$ cat src/rtl/bf3_pkg.sv
// Shared types and constants for the 3x3 box filter with border copy.
// Used by the core, front and back modules; no dependencies of its own.
package bf3_pkg;

  localparam int MAX_WIDTH_DEF  = 1024;
  localparam int PIXEL_BITS_DEF = 8;
  localparam int ROW_LIMIT      = 1024;
  localparam int ROW_W          = 10;
  localparam int COORD_W        = 10;
  localparam int CFG_DATA_W     = 11;
  localparam int CFG_IDX_W      = 1;
  localparam int QUEUE_DEPTH    = 4;
  localparam int DIV_CONST      = 9;

  localparam logic [CFG_IDX_W-1:0] REG_IMAGE_WIDTH  = 1'b0;
  localparam logic [CFG_IDX_W-1:0] REG_IMAGE_HEIGHT = 1'b1;

  // which results an item causes, and how the first one is formed
  typedef struct packed {
    logic mean;   // first result is the 3x3 mean, else a copy
    logic e1;     // result (r-1, c-1)
    logic e2;     // result (r-1, c), right border
    logic e3;     // result (r, c), bottom border
    logic eof;    // c is the last column
  } bf3_flags_t;

endpackage

$ cat src/rtl/bf3_back.sv
// Back half: divide-by-nine by reciprocal, then one result per cycle, while
// the output is taken, into the output register. Depends on bf3_pkg.
module bf3_back #(
  parameter int PIXEL_BITS = bf3_pkg::PIXEL_BITS_DEF,
  parameter int SUM_W      = PIXEL_BITS + 4
) (
  input  logic                        clk,
  input  logic                        rst,
  input  logic                        q_valid,
  output logic                        q_pop,
  input  bf3_pkg::bf3_flags_t         q_flags,
  input  logic [SUM_W-1:0]            q_sum,
  input  logic [PIXEL_BITS-1:0]       q_v1,
  input  logic [PIXEL_BITS-1:0]       q_a,
  input  logic [PIXEL_BITS-1:0]       q_p,
  input  logic [bf3_pkg::COORD_W-1:0] q_row,
  input  logic [bf3_pkg::COORD_W-1:0] q_col,
  output logic                        out_valid,
  input  logic                        out_ready,
  output logic [PIXEL_BITS-1:0]       out_pixel,
  output logic [bf3_pkg::COORD_W-1:0] out_row,
  output logic [bf3_pkg::COORD_W-1:0] out_col,
  output logic                        out_last,
  output logic                        out_eof
);

  import bf3_pkg::*;

  localparam int SH     = SUM_W + 3;
  localparam int PROD_W = 2 * SUM_W;
  localparam int RECIP  = (2 ** SH) / DIV_CONST;

  logic                  b1_valid;
  bf3_flags_t            b1_flags;
  logic [PROD_W-1:0]     b1_prod;
  logic [SUM_W-1:0]      b1_sum;
  logic [PIXEL_BITS-1:0] b1_v1;
  logic [PIXEL_BITS-1:0] b1_a;
  logic [PIXEL_BITS-1:0] b1_p;
  logic [COORD_W-1:0]    b1_row;
  logic [COORD_W-1:0]    b1_col;
  logic                  b1_move;

  logic [SUM_W-1:0]      q_est;
  logic [SUM_W-1:0]      nine_q;
  logic [SUM_W-1:0]      rem;
  logic [SUM_W-1:0]      q_fix;

  logic                  job_valid;
  logic [2:0]            pend;
  logic [2:0]            pend_rest;
  logic [PIXEL_BITS-1:0] j_v1;
  logic [PIXEL_BITS-1:0] j_a;
  logic [PIXEL_BITS-1:0] j_p;
  logic [COORD_W-1:0]    j_row;
  logic [COORD_W-1:0]    j_col;
  logic                  j_eof;
  logic                  job_free;
  logic                  emit_fire;
  logic                  emit_last;

  logic [PIXEL_BITS-1:0] e_pix;
  logic [COORD_W-1:0]    e_row;
  logic [COORD_W-1:0]    e_col;
  logic                  e_eof;

  assign emit_fire = job_valid && (!out_valid || out_ready);
  assign pend_rest = pend & (pend - 3'd1);
  assign emit_last = (pend_rest == 3'd0);
  assign job_free  = !job_valid || (emit_fire && emit_last);
  assign b1_move   = b1_valid && job_free;
  assign q_pop     = q_valid && (!b1_valid || job_free);

  always_ff @(posedge clk) begin
    if (rst) begin
      b1_valid <= 1'b0;
    end else if (q_pop) begin
      b1_valid <= 1'b1;
    end else if (b1_move) begin
      b1_valid <= 1'b0;
    end
  end

  always_ff @(posedge clk) begin
    if (q_pop) begin
      b1_flags <= q_flags;
      b1_prod  <= PROD_W'(q_sum) * PROD_W'(RECIP);
      b1_sum   <= q_sum;
      b1_v1    <= q_v1;
      b1_a     <= q_a;
      b1_p     <= q_p;
      b1_row   <= q_row;
      b1_col   <= q_col;
    end
  end

  // estimate is exact or one short
  always_comb begin
    q_est  = SUM_W'(b1_prod >> SH);
    nine_q = {q_est[SUM_W-4:0], 3'b000} + q_est;
    rem    = b1_sum - nine_q;
    q_fix  = (rem >= SUM_W'(DIV_CONST)) ? q_est + SUM_W'(1) : q_est;
  end

  always_ff @(posedge clk) begin
    if (rst) begin
      job_valid <= 1'b0;
      pend      <= '0;
    end else if (b1_move) begin
      job_valid <= 1'b1;
      pend      <= {b1_flags.e3, b1_flags.e2, b1_flags.e1};
    end else if (emit_fire) begin
      job_valid <= !emit_last;
      pend      <= pend_rest;
    end
  end

  always_ff @(posedge clk) begin
    if (b1_move) begin
      j_v1  <= b1_flags.mean ? PIXEL_BITS'(q_fix) : b1_v1;
      j_a   <= b1_a;
      j_p   <= b1_p;
      j_row <= b1_row;
      j_col <= b1_col;
      j_eof <= b1_flags.eof;
    end
  end

  always_comb begin
    if (pend[0]) begin
      e_pix = j_v1;
      e_row = j_row - COORD_W'(1);
      e_col = j_col - COORD_W'(1);
      e_eof = 1'b0;
    end else if (pend[1]) begin
      e_pix = j_a;
      e_row = j_row - COORD_W'(1);
      e_col = j_col;
      e_eof = 1'b0;
    end else begin
      e_pix = j_p;
      e_row = j_row;
      e_col = j_col;
      e_eof = j_eof;
    end
  end

  always_ff @(posedge clk) begin
    if (rst) begin
      out_valid <= 1'b0;
    end else if (emit_fire) begin
      out_valid <= 1'b1;
    end else if (out_ready) begin
      out_valid <= 1'b0;
    end
  end

  always_ff @(posedge clk) begin
    if (emit_fire) begin
      out_pixel <= e_pix;
      out_row   <= e_row;
      out_col   <= e_col;
      out_last  <= emit_last;
      out_eof   <= e_eof;
    end
  end

endmodule
$ cat config.mk
export PLATFORM = sky130hd
export DESIGN_NAME = bf3_back
export DESIGN_NICKNAME = d
export VERILOG_FILES = /design/src/rtl/bf3_pkg.sv /design/src/rtl/bf3_back.sv
export SDC_FILE = /design/constraint.sdc
export NUM_CORES = 1
export LEC_CHECK = 0
export BUFFER_PORTS_ARGS = -buffer_cell sky130_fd_sc_hd__clkbuf_2
export CORE_UTILIZATION = 58
export CTS_CLUSTER_DIAMETER = 60
export DETAILED_ROUTE_END_ITERATION = 8
export HOLD_SLACK_MARGIN = 0.1
export PLACE_DENSITY = 0.83
export REMOVE_ABC_BUFFERS = 1
export SETUP_SLACK_MARGIN = 0.3
export SLEW_MARGIN = 40
export SYNTH_ARGS = -nofsm -noshare
export SYNTH_HDL_FRONTEND = slang
export SYNTH_SLANG_ARGS = --single-unit
export TNS_END_PERCENT = 30
$ cat constraint.sdc
create_clock -name clk -period 10.65 [get_ports clk]
set_clock_uncertainty 0.2 [all_clocks]
set_input_delay 2.13 -clock clk [delete_from_list [all_inputs] [get_ports clk]]
set_output_delay 2.13 -clock clk [all_outputs]
set_load 0.01 [all_outputs]
Word-level counts from Yosys, hierarchy flattened. Cells that the tools add are included.

Add/sub/neg operators: 6. Multipliers: 1. $lt $le $gt $ge: 1. Multiplexer cells: 15. Bitwise gates (word level): 1. Reductions and logical operators: 16.

Operator list (count): $mux W8 (4); $mux W10 (3); $mul A12 B9 Y21 const B (1); $sub A10 B1 Y10 const B (2); $add A12 B9 Y12 (1); $ge A12 B4 Y1 const B (1); $sub A12 B12 Y12 (1); $add A8 B1 Y8 const B (1); $mux W1 (6); $mux W3 (2); $reduce_bool A2 Y1 (3); $logic_and A1 B1 Y1 (4); $logic_not A1 Y1 (4); $and A3 B3 Y3 (1); $logic_not A3 Y1 (1); $logic_or A1 B1 Y1 (3); $sub A3 B1 Y3 const B (1); $reduce_or A2 Y1 (1).

Bits in registers: 163. Input bits: 65. Output and inout bits: 32. Word-level logic and storage cells: 67.

Longest topological paths before layout.
Depth in word-level cells: 8. Mapped depth: 17. Depth with buffers taken out: 17.

Worst setup path before layout. Ideal clock, no wire load.

Kind: input to output. Start point: input out_ready. End point: output q_pop. Data arrival time: 7701 ps. Required time: 8320 ps. Slack: 619 ps. Stages on the path: 3. Path buffers: 0. Path through: nor2b_1 o21a_1 a21boi_0.

Word-level cells in the longest chain between the ends: 6.

Ends and longest elaborated chain: start: declaration (RTL line bf3_back.sv:19) `input logic out_ready,`; $logic_or A1 B1 Y1 (RTL line bf3_back.sv:67) `assign emit_fire = job_valid && (!out_valid || out_ready);`; $logic_and A1 B1 Y1 (RTL line bf3_back.sv:67); $logic_and A1 B1 Y1 (RTL line bf3_back.sv:70) `assign job_free = !job_valid || (emit_fire && emit_last);`; $logic_or A1 B1 Y1 (RTL line bf3_back.sv:70); $logic_or A1 B1 Y1 (RTL line bf3_back.sv:72) `assign q_pop = q_valid && (!b1_valid || job_free);`; $logic_and A1 B1 Y1 (RTL line bf3_back.sv:72); end: declaration (RTL line bf3_back.sv:10) `output logic q_pop,`.

No other way between the ends.

Worst setup path after layout.
Start point: input q_sum[9]. End point: register b1_prod[23], data pin.

Word-level cells in the longest chain between the ends: 1.

Ends and longest elaborated chain: start: declaration (RTL line bf3_back.sv:12) `input logic [SUM_W-1:0] q_sum,`; $mul A12 B9 Y21 (RTL line bf3_back.sv:87) `b1_prod <= PROD_W'(q_sum) * PROD_W'(RECIP);`; end signal: assignment (RTL line bf3_back.sv:87); end: declaration (RTL line bf3_back.sv:35) `logic [PROD_W-1:0] b1_prod;`.

No other way between the ends. A chain may end at the register's enable or synchronous reset.

==> out/qor.yml <==
timing:
  finalSetupViolations: 0
  period_minus_slack_ns: 6.60
  slew_headroom_pct: 55.8
  worst_slew_pin_slew_ns: 0.662
  timing.final.hold_violations: 0
  max_freq_mhz: 151
  hold_ws_ns: 0.217
  rsz0062_at_grt: "false"
  timing.final.crit_share_pct: 62.0
  fin_tns_setup_ns: 0
  setup_slack_ns: 4.05
  drv_slew: 0
global_route:
  gr-usage-all-layers_pct: 22.7
  grt_max_degree: 49
  gr-total-overflow: 0
  antenna_found_initial: 0
  first_global_vias: 4587
  grt_first_pass_wirelength_microns: 22300
yosys:
  yosys.area.top_type: "edfxtp_1"
  async_flop_share_pct: 0
  synth_area_leaders: "edfxtp_1 57%, ha_1 10%, fa_1 8.1%, inv_1 4.6%, xnor2_1 2.6%"
  synth_mux_area_share_pct: 1.71
  synth-edff-count: 145
  yosys.area.top_type_share_pct: 56.6
  ys_ff_latch: 151
  synth_warnings: 0
  synth-seq-area-share_pct: 58.2
  yosys.area_share.simple_pct: 6.52
  synth_top_family_by_area: "adder cells"
  synth_cells: 574
  synth.distinct_cells: 46
  yosys.area_share.adder_pct: 18.3
  synth_most_common_cell: "edfxtp_1"
  synthTopCellsByCount: "145 x edfxtp_1, 95 x inv_1, 63 x ha_1"
  avgSynthCellArea_sq_um: 13.4
  synth_compound_area_share_pct: 6.23
  synthXorXnorAreaFrac_pct: 4.10
  synth_ff_type: "edfxtp_1"
  netlist_area_sq_um: 7690
power:
  p_sw_w: 0.000710
  worst_ir_drop_vdd_v: 0.000153
  seq_power_share_pct: 35.9
  power_w: 0.00210
  p_clk_share_pct: 26.9
  swShare_pct: 33.8
  power.internal_w: 0.00139
  powerDensity_nw_per_um2: 234
  combPwrFrac_pct: 37.2
  power_leakage_nw: 3.78
floorplanning:
  core_area_sq_um: 12800
  die-area_sq_um: 13700
  rows: 41
  io_pins: 97
  start_util_pct: 60.2
  dieWidth_microns: 117
  die_h_microns: 117
worst_setup_path:
  crit_end: "b1_prod[23]"
  cp.required_ns: 10.62
  r2r-end: "j_v1[6]"
  worst-setup-path-type: "input port to flop"
  end_kind: "flop"
  startpoint_type: "input port"
  r2r-start: "b1_prod[19]"
  worstPathArrival_ns: 6.58
  path_max_fanout: 5
  reg2reg_slack_ns: 6.78
  worst-r2r-cell-count: 11
  worstSetupStartpoint: "q_sum[9]"
routing:
  wl_per_cell_microns: 16.4
  post-route-drc-count: 0
  num_vias: 4572
  via_per_inst: 5.26
  drt-initial-drc-count: 262
  ant_nets: 0
  routed_wl_microns: 14300
  first_pass_iters: 4
placed_design:
  port-buffer-count: 96
  gp_congestion: 0.861
  dpl.hpwl_microns: 10700
  place_ws_ns: 3.64
clock_network:
  postCtsSetupBuffers: 0
  cts.sinks: 151
  cts_buffers: 17
  max-clock-path-buffers: 2
  clk_pin_slew_ns: 0.06
  cts_tree: "done"
  clkLatencyLatePin_ns: 0.42
  htreeDepth: 4
  ctsResizeCount: 0
  root_buffer: "clkbuf_16"
  ctsHoldBuffers: 0
job:
  maxCapViolations: 0
min_path:
  hold_class: "flop to flop"
final_layout:
  nNetsFinal: 844
  post_route_cells_drive_above_1_share_pct: 19.9
  n_antenna_cell: 0
  synthToLayoutAreaGrowth_pct: 16.6
outcome:
  outcome: "finished clean"
registers in the layout, summed over array words and instances (netlist names), 8 cells and up:
register / count
b1_sum: 12
j_a: 8
b1_row: 10
out_row: 10
j_col: 10
b1_a: 8
j_row: 10
out_pixel: 8
j_v1: 8
b1_p: 8
out_col: 10
b1_v1: 8
b1_prod: 9
j_p: 8
b1_col: 10
cells in the final DEF, fill, tap and decap left out, drive strengths merged, types with 8 or more instances in the layout:
master	n
xor2	13
ha	63
nor3	8
xnor2	23
edfxtp	145
nand2	26
a21oi	22
mux2i	12
nor2	32
o21ai	19
inv	96
clkbuf	118
fa	31
logic make-up (layout without fill, tap and decap cells):
kind of cell             Yosys count  after routing
flip-flops                       151            151
adder cells (fa/ha/maj)           94             94
XOR/XNOR                          36             36
AND/OR/NAND/NOR                  105            105
buffers and inverters            101            225
AO/OA/AOI/OAI                     74             74
multiplexers                      13             13
critical path, stage by stage:
cell and delay, ns:
clkbuf_2 0.15, fa_1 0.50, ha_1 0.35, inv_1 0.08, fa_1 0.48, fa_1 0.57, inv_1 0.05, ha_1 0.33
a21oi_1 0.16, o21ai_0 0.12, a221oi_1 0.50, a211oi_1 0.21, o21ai_0 0.23, a21boi_0 0.21, o41a_1 0.36, xnor2_1 0.13
worst min-delay path by stage:
stage                          from       end  slack, ns  cells past startpoint
after floorplan             b1_a[0]    j_a[0]       0.20                      0
after global placement    b1_row[1]  j_row[1]       0.20                      0
after detailed placement  b1_col[1]  j_col[1]       0.20                      0
after CTS                 b1_row[8]  j_row[8]       0.22                      0
after global routing      b1_row[6]  j_row[6]       0.22                      0
final                     b1_row[8]  j_row[8]       0.22                      0
power by group through the flow:
stage	Clock [W]	Combinational [W]	Sequential [W]
final	0.000564	0.000781	0.000753
after global routing	0.000595	0.000886	0.000760
after CTS	0.000572	0.000781	0.000753
after detailed placement	0	0.000768	0.000765
after global placement	0	0.000734	0.000763
after floorplan	0	0.000593	0.000756
through the flow:
stage / area [sq um] / instances / util, %
floorplan: 7670 / 568 / -
global placement: 8380 / 837 / 65.6
detailed placement: 8400 / 838 / 65.8
CTS: 8970 / 870 / 70.2
global route: 8970 / 870 / 70.2
finish: 8970 / 870 / 70.2
metal layers:
layer	up-vias	share of wire [%]	wire, microns	track usage [%]
met3	22	5.2	738	6.75
met1	2194	41	5900	26.5
met2	121	52	7390	38.8
met5	-	0	0	0
li1	2235	-	-	-
met4	0	2.0	279	9.96
cell type report:
type / count / area, sq um
multi-input cells: 322 / 2850
clock inverters: 10 / 97.6
clock buffers: 22 / 464
fillers: 859 / 3810
inverters: 95 / 359
repair buffers: 98 / 508
well taps: 172 / 215
flip-flops and latches: 151 / 4480
Power figures use the tool's default switching activity.
