==> src/rtl/bf3_queue.sv <==
// Short FIFO between the front and back halves of the box filter.
// Depends on nothing; width and depth come from the instantiating level.
module bf3_queue #(
  parameter int DATA_W = 8,
  parameter int DEPTH  = 4
) (
  input  logic                       clk,
  input  logic                       rst,
  input  logic                       push,
  input  logic [DATA_W-1:0]          push_data,
  input  logic                       pop,
  output logic [DATA_W-1:0]          pop_data,
  output logic                       not_empty,
  output logic [$clog2(DEPTH+1)-1:0] count
);

  localparam int AW = (DEPTH > 1) ? $clog2(DEPTH) : 1;
  localparam int CNT_W = $clog2(DEPTH + 1);

  logic [DATA_W-1:0] store [DEPTH];
  logic [AW-1:0]     head;
  logic [AW-1:0]     tail;

  function automatic logic [AW-1:0] ptr_inc(input logic [AW-1:0] p);
    return (p == AW'(DEPTH - 1)) ? '0 : p + AW'(1);
  endfunction

  always_ff @(posedge clk) begin
    if (push) begin
      store[tail] <= push_data;
    end
  end

  always_ff @(posedge clk) begin
    if (rst) begin
      head  <= '0;
      tail  <= '0;
      count <= '0;
    end else begin
      if (push) begin
        tail <= ptr_inc(tail);
      end
      if (pop) begin
        head <= ptr_inc(head);
      end
      if (push && !pop) begin
        count <= count + CNT_W'(1);
      end else if (pop && !push) begin
        count <= count - CNT_W'(1);
      end
    end
  end

  assign pop_data  = store[head];
  assign not_empty = (count != '0);

endmodule

==> config.mk <==
export PLATFORM = sky130hd
export DESIGN_NAME = bf3_queue
export DESIGN_NICKNAME = d
export VERILOG_FILES = /design/src/rtl/bf3_queue.sv
export SDC_FILE = /design/constraint.sdc
export NUM_CORES = 1
export LEC_CHECK = 0
export ABC_AREA = 1
export BUFFER_PORTS_ARGS = -buffer_cell sky130_fd_sc_hd__buf_2
export CAP_MARGIN = 20
export CORE_MARGIN = 3
export CORE_UTILIZATION = 40
export DETAILED_ROUTE_END_ITERATION = 16
export HOLD_SLACK_MARGIN = 0.12
export PLACE_DENSITY = 0.58
export REMOVE_ABC_BUFFERS = 1
export SYNTH_ARGS = -nofsm -noshare
export SYNTH_HDL_FRONTEND = slang
export SYNTH_SLANG_ARGS = --single-unit
==> constraint.sdc <==
create_clock -name clk -period 1.4 [get_ports clk]
set_input_delay 0.07 -clock clk [delete_from_list [all_inputs] [get_ports clk]]
set_output_delay 0.07 -clock clk [all_outputs]
set_load 0.01 [all_outputs]
* Word level (Yosys, flattened, before mapping)
Memory sizes are Yosys's and may differ from the RTL's. A register that Yosys moved wholly into a read port is not among the register bits. Cells that the tools add are included.
Word-level totals: memories 1, memory bits (writable) 32, bits in registers 7, word-level logic and storage cells 24
Memory list:
- store | words 4, bits a word 8, rd ports 1, clocked after Yosys merged registers in 1, wr ports 1, RTL line 20 | logic [DATA_W-1:0] store [DEPTH];
Operators by class: $add $sub $neg 4, equality and inequality tests 2, muxes and demuxes 8, reduce and logical (&&, ||, !) cells 6
Operators with widths (count):
- 2-bit two-way mux | 4
- 3-bit two-way mux | 2
- 2-bit by 1-bit adder with 2-bit output (second input constant) | 2
- 2-bit equality test (second input constant) | 2
- 3-bit by 1-bit adder with 3-bit output (second input constant) | 1
- 3-bit nonzero test | 1
- 3-bit by 1-bit subtractor with 3-bit output (second input constant) | 1
- 1-bit logical AND | 2
- 1-bit logical NOT | 2
- 1-bit two-way mux | 2
- 2-bit nonzero test | 1

* Logic depth before layout (Yosys ltp)
Gate-level depths: netlist of run 1.
depth after elaboration 4, depth in mapped cells 10, mapped depth without buffers 10

* Least setup slack after synthesis of run 1
OpenSTA, ideal clock, no wires.
path type register to register, start point register count[0], end point register count[2], cell stages (with the launch flop) 8, slack 0.235 ns, clock period less this slack 1.165 ns, path buffers 0, arrival 1.056 ns, data required time 1.290 ns, library setup time 0.110 ns, path through dfxtp_1 fa_1 inv_1 nand2_1 nand3_1 nand2_1 inv_1 nor2_1
Between the ends: cells in the longest elaborated chain, start to end 3, elaborated cells on any way between the ends 4, those cells by class add/sub (2); mux (2)
Ends and longest elaborated chain:
- from (decl) | RTL line 14 | output logic [$clog2(DEPTH+1)-1:0] count
- from (signal assigned) | RTL line 47 | count <= count + CNT_W'(1);
- from (signal assigned) | RTL line 49 | count <= count - CNT_W'(1);
- 3-bit by 1-bit subtractor with 3-bit output | RTL line 49
- 3-bit two-way mux | RTL line 48 | end else if (pop && !push) begin
- 3-bit two-way mux (*) | RTL line 46 | if (push && !pop) begin
Mark *: on every way between the ends. The rest lies on a longest branch, timed or not. The select of a mux whose other input is x is not followed. A chain may end at the register's enable or synchronous reset.

==> results of run 1 <==
==> registers in the layout (all words and copies together) (netlist names), named ones only <==
register / flops
count: 3
head: 2
store: 32
tail: 2
==> routing by layer <==
layer | up-vias | GRT usage
li1 | 576 | -
met5 | - | 0
met1 | 528 | 0.1784
met2 | 20 | 0.2141
met3 | 6 | 0.05180
met4 | 0 | 0.05745
==> cell type report <==
| class | count | area, sq um |
|---|---|---|
| fill | 324 | 1700 |
| sequential | 41 | 1149 |
| clock inverter | 2 | 33.78 |
| clock buffer | 6 | 72.57 |
| inverter | 17 | 71.32 |
| tap | 48 | 60.06 |
| multi-input combinational | 76 | 422.9 |
| timing repair buffer | 46 | 316.6 |
==> Yosys cell counts, drive strengths merged (2+ instances only) <==
master  number  share of area
edfxtp      32           0.58
a21oi        4          0.012
nor2        24          0.058
nor3         2         0.0061
ha           6          0.045
o21ai       20          0.065
inv         17          0.039
nand2        9          0.020
dfxtp        9           0.11
o22ai        8          0.030
buf          2          0.014
==> kinds of logic (layout without fill, tap and decap cells) <==
kind of cell,count (synthesis),after routing,synth area share
adder cells (fa/ha/maj),7,7,0.05762
flip-flops,41,41,0.6914
AND/OR/NAND/NOR,37,37,0.09098
buffers and inverters,19,71,0.05231
AO/OA/AOI/OAI,32,32,0.1077
==> power by group through the flow <==
stage / combinational [mW] / sequential (mW) / clock, mW
2_1_floorplan: 0.174 / 1.44 / 0
3_3_place_gp: 0.323 / 1.44 / 0
3_5_place_dp: 0.335 / 1.44 / 0
4_1_cts: 0.359 / 1.42 / 0.929
5_1_grt: 0.408 / 1.43 / 0.993
6_report: 0.364 / 1.42 / 0.906
==> critical path, cell delays in order, from the launching register on <==
cell and delay [ns]:
dfxtp_4 0.37, buf_4 0.16, o21ai_0 0.20, o22ai_1 0.10
buf_2 0.14
==> what timing repair did <==
action / in CTS / in global routing
gates resized for setup: 4 / 6
hold buffers: 11 / 0
pin swaps: 0 / 1
hold endpoints to repair: 38 / 0
cloned: 0 / 1
setup endpoints to repair: 8 / 4
buffers inserted: 0 / 1
==> worst paths after layout <==
| kind | startpoint | to |
|---|---|---|
| hold / removal | push | tail[1] |
| setup reg to reg | count[0] | count[2] |
| setup / recovery | flip-flop | pop_data[7] |
| hold reg to reg | count[0] | count[0] |
==> metrics by stage <==
stage               power [mW]  instances  setup WS (ns)  hold slack (ns)  cell area (sq um)
finish                   2.689        236        0.06805           0.1358               2126
global route             2.828        236       0.004882           0.1713               2126
CTS                      2.706        234        0.03790           0.1277               2100
detailed placement       1.778        215        0.06731           0.2645               1878
global placement         1.763        215         0.1355           0.2609               1878
floorplan                1.618        134         0.2347           0.1424               1628
==> flow_metrics.tcl, run 1 <==
set metrics [dict create \
    power_density_nw_per_um2 1265 \
    synth_edf_count 32 \
    io_pins 24 \
    ys_async_sr_fraction 0 \
    slew_headroom 0.8735 \
    ant_nets 0 \
    skew_ns 0.005402 \
    dr_wl_met2_microns 1509 \
    cts_buffer_depth 2 \
    tightestPinTransition_ns 0.1878 \
    viasPerCell 4.788 \
    status "completed" \
    wl_met1_microns 1463 \
    final_util 0.5556 \
    cp-end-kind "output port" \
    reg2reg_depth 7 \
    vias 1130 \
    portBuffers 23 \
    p_comb_frac 0.135 \
    swShare 0.2316 \
    yosysSeqAreaShare 0.6914 \
    p_seq_frac 0.528 \
    drt_iter0_markers 54 \
    grt_max_degree 17 \
    internal_power_mw 2.066 \
    drc 0 \
    ys_types 18 \
    die_w_microns 70.23 \
    reg2reg_slack_ns 0.19 \
    cts-root-buf "clkbuf_8" \
    p_sw_mw 0.6227 \
    drive_above_1_share 0.2606 \
    ir_drop_mv 0.7139 \
    drt-wirelength-per-cell_microns 13.50 \
    critPathArrivalTime_ns 1.26 \
    drtPass1Iterations 4 \
    crit_fanout 6 \
    gp_congestion 0.6791 \
    synthFlopType "edfxtp_1" \
    fin_crit_sh 0.9514 \
    min_path_type "primary input to flip-flop" \
    rsz0062_at_grt "false" \
    cts_inserted_buffers 5 \
    start_util 0.4313 \
    top_layer "met4" \
    grt_pass1_vias 1068 \
    layout_common_cells "edfxtp_1 (32), buf_2 (24), nor2_1 (22)" \
    area_growth_pct 28.81 \
    p_leak_nw 0.8861 \
    synth.avg_cell_area_sq_um 12.13 \
    netlist_area_sq_um 1650 \
    std_cell_rows 22 \
    cts.clk_slew.worst_paths_ns 0.07 \
    critical_path_class "flip-flop to output port" \
    hold_viol 0 \
    cts_tree "built" \
    grt_overflow 0 \
    die_h_microns 70.23 \
    critPathLaunchType "flip-flop" \
    required_ns 1.33 \
    pwr-share-clk 0.337 \
    layout_commonest_cell "edfxtp_1" \
    min_period_ns 1.332 \
    drv_slew 0 \
    antenna_found_initial 0 \
    yosysWarnings 0 \
    setup_tns_ns 0 \
    final_nets 206 \
    fp.coreArea_sq_um 3826 \
    htree_levels 2 \
    syn_inst 136 \
    worstSkewPairLatency_ns 0.29 \
    track_usage 0.1400 \
    grt_pass1_wl_microns 5147 \
    diodes 0 \
    dieArea_sq_um 4932 \
    wl_met3_microns 155 \
    setup_viol 0 \
    cap_violations 0 \
    cts_sinks 41 \
    whs_path_depth 3 \
    hpwl_microns 2170 \
    max_freq_mhz 750.8 \
    synth-seq-cells 41 \
    wl_microns 3185 \
]
No activity file was read; power rests on OpenSTA's default activity.
==> run 2, diff against run 1 <==
- ABC_AREA: 1 -> not set
==> run 2 against run 1 <==
Net effect: the run now ends with negative setup slack left; area after synthesis decreased by 3.4%; setup slack got worse by 0.16 ns; worst hold slack better by 0.030 ns; via count decreased by 25%; critical path type unchanged; largest power group unchanged; first-iteration DRC count is 63% lower; power shrank 6.5%; non-clock buffer count decreased by 3; sequential cell count did not move.
==> flow_metrics.tcl, run 2 <==
set metrics [dict create \
    status "finished with violations" \
    violations "negative setup slack" \
    viasPerCell 4.656 \
    antenna_found_initial 0 \
    top_regs "store x32, count x3" \
    synthTopCellsByCount "edfxtp_1 (32), dfxtp_1 (9), mux4_2 (8), ha_1 (6), nor2_1 (6)" \
    layout_commonest_cell "edfxtp_1" \
    die_h_microns 69.13 \
    cts_inserted_buffers 5 \
    io_pins 24 \
    grt_max_degree 14 \
    drive_above_1_share 0.4000 \
    cts_buffer_depth 2 \
    synth.most_common_cell "edfxtp_1" \
    synthTopCellsByArea "edfxtp_1 (60%), dfxtp_1 (11%), mux4_2 (11%)" \
    drtPass1Iterations 4 \
    setup_tns_ns -0.6387 \
    ir_drop_mv 0.6038 \
    post-place-ws_ns -0.1113 \
    grt_pass1_wl_microns 4381 \
    ant_nets 0 \
    tightestPinTransition_ns 0.4072 \
    vias 852 \
    cts_sinks 41 \
    required_ns 1.33 \
    drv_slew 0 \
    ys_async_sr_fraction 0 \
    yosysWarnings 0 \
    min_path_type "primary input to flip-flop" \
    grt_overflow 0 \
    synthFlopType "edfxtp_1" \
    fin_crit_sh 1.066 \
    dieArea_sq_um 4778 \
    p_leak_nw 0.7931 \
    drc 0 \
    std_cell_rows 22 \
    slew_headroom 0.7282 \
    rsz0062_at_grt "true" \
    holdWs_ns 0.1655 \
    max_freq_mhz 670.3 \
    post_cts_buffers 0 \
    start_util 0.4258 \
    cap_violations 0 \
    critPathLaunchType "flip-flop" \
    die_w_microns 69.13 \
    cts.clk_slew.worst_paths_ns 0.07 \
    wl_microns 2551 \
    setup_viol 8 \
    power_mw 2.513 \
    final_nets 153 \
    critPathArrivalTime_ns 1.42 \
    netlist_area_sq_um 1594 \
    area_growth_pct 28.73 \
    ys_types 16 \
    timing.final.ws_setup_ns -0.09187 \
    track_usage 0.1213 \
    diodes 0 \
    synth-seq-cells 41 \
    largest_register_ffs 32 \
    cp-end-kind "output port" \
    yosysTopAreaCell "edfxtp_1" \
    min_period_ns 1.492 \
    portBuffers 23 \
    synth_edf_count 32 \
    cts-root-buf "clkbuf_8" \
    power_density_nw_per_um2 1225 \
    drt_iter0_markers 20 \
    drt-wirelength-per-cell_microns 13.94 \
    gp_congestion 0.6451 \
    synth.avg_cell_area_sq_um 18.54 \
    yosysTopAreaCellShare 0.6028 \
    crit_fanout 8 \
    fp.coreArea_sq_um 3744 \
    largest_register "store" \
    syn_inst 86 \
    yosysSeqAreaShare 0.7159 \
    layout_common_cells "edfxtp_1 (32), buf_2 (20), buf_4 (10)" \
    grt_pass1_vias 901 \
    worstSkewPairLatency_ns 0.29 \
    critical_path_class "flip-flop to output port" \
    hold_viol 0 \
    htree_levels 2 \
    hpwl_microns 1770 \
    cts_tree "built" \
    skew_ns 0.004575 \
]
==> run 2: cell types whose count changed after synthesis, sizes merged, moves of 2 or more <==
cell / previous run / this run
o21ai: 20 / 1
nor2: 24 / 6
inv: 17 / 5
nand2: 9 / 0
mux4: 0 / 8
o22ai: 8 / 0
and2: 0 / 4
mux2i: 0 / 3
nor3: 2 / 0
nor3b: 0 / 2
or3: 0 / 2
xor2: 0 / 2
==> run 2: cell families (layout without fill, tap and decap cells) <==
group                    after synthesis  count (layout)  share of synthesized area
flip-flops                            41              41                     0.7159
AND/OR/NAND/NOR                       14              14                    0.04709
AO/OA/AOI/OAI                          4               4                    0.01255
buffers and inverters                  7              56                    0.02198
adder cells (fa/ha/maj)                7               7                    0.05965
multiplexers                          11              11                     0.1319
XOR/XNOR                               2               2                    0.01099
==> run 2: path summary, 6_finish.rpt <==
kind / startpoint / to / slack, ns / depth (start not counted)
setup / recovery: flip-flop / pop_data[7] / -0.09 / 3
hold / removal: pop / flip-flop / 0.17 / 4
setup reg to reg: count[0] / count[2] / 0.03 / 4
hold reg to reg: count[2] / count[2] / 0.53 / 2
==> run 2: per-layer routing <==
metal	part of all wire	up-vias	track usage
li1	-	421	-
met1	0.41	411	0.1489
met2	0.52	18	0.1960
met3	0.057	2	0.04810
met4	0.0047	0	0.03905
met5	0	-	0
==> run 2: worst max-delay path: stages, from the launching register on <==
cell and delay, ns:
dfxtp_2 0.34, buf_12 0.14, mux4_2 0.52, buf_6 0.14
==> run 2: metrics by stage <==
step           utilization  cell area [sq um]  instances
3_3_place_gp        0.4937               1848        166
3_5_place_dp        0.4937               1848        166
4_1_cts             0.5455               2042        183
2_1_floorplan            -               1578         84
6_report            0.5481               2052        183
5_1_grt             0.5481               2052        183
==> run 2: area by class of cell <==
cell class | instances | area (sq um)
fillers | 343 | 1692
flip-flops and latches | 41 | 1144
multi-input cells | 38 | 424.2
repair buffers | 43 | 319.1
clock buffers | 5 | 68.82
well taps | 48 | 60.06
inverters | 5 | 18.77
clock inverters | 3 | 17.52
==> run 2: where the power goes <==
group / internal, mW / switching (mW)
logic: 0.203 / 0.163
registers: 1.38 / 0.0356
clock network: 0.343 / 0.389
total: 1.93 / 0.587
==> run 2: timing repair <==
| action | in CTS | in global routing |
|---|---|---|
| endpoints found under the hold margin | 41 | 0 |
| hold buffers | 9 | 0 |
| endpoints found under the setup margin | 9 | 9 |
| gates resized for setup | 5 | 2 |
| pin swaps | 0 | 1 |
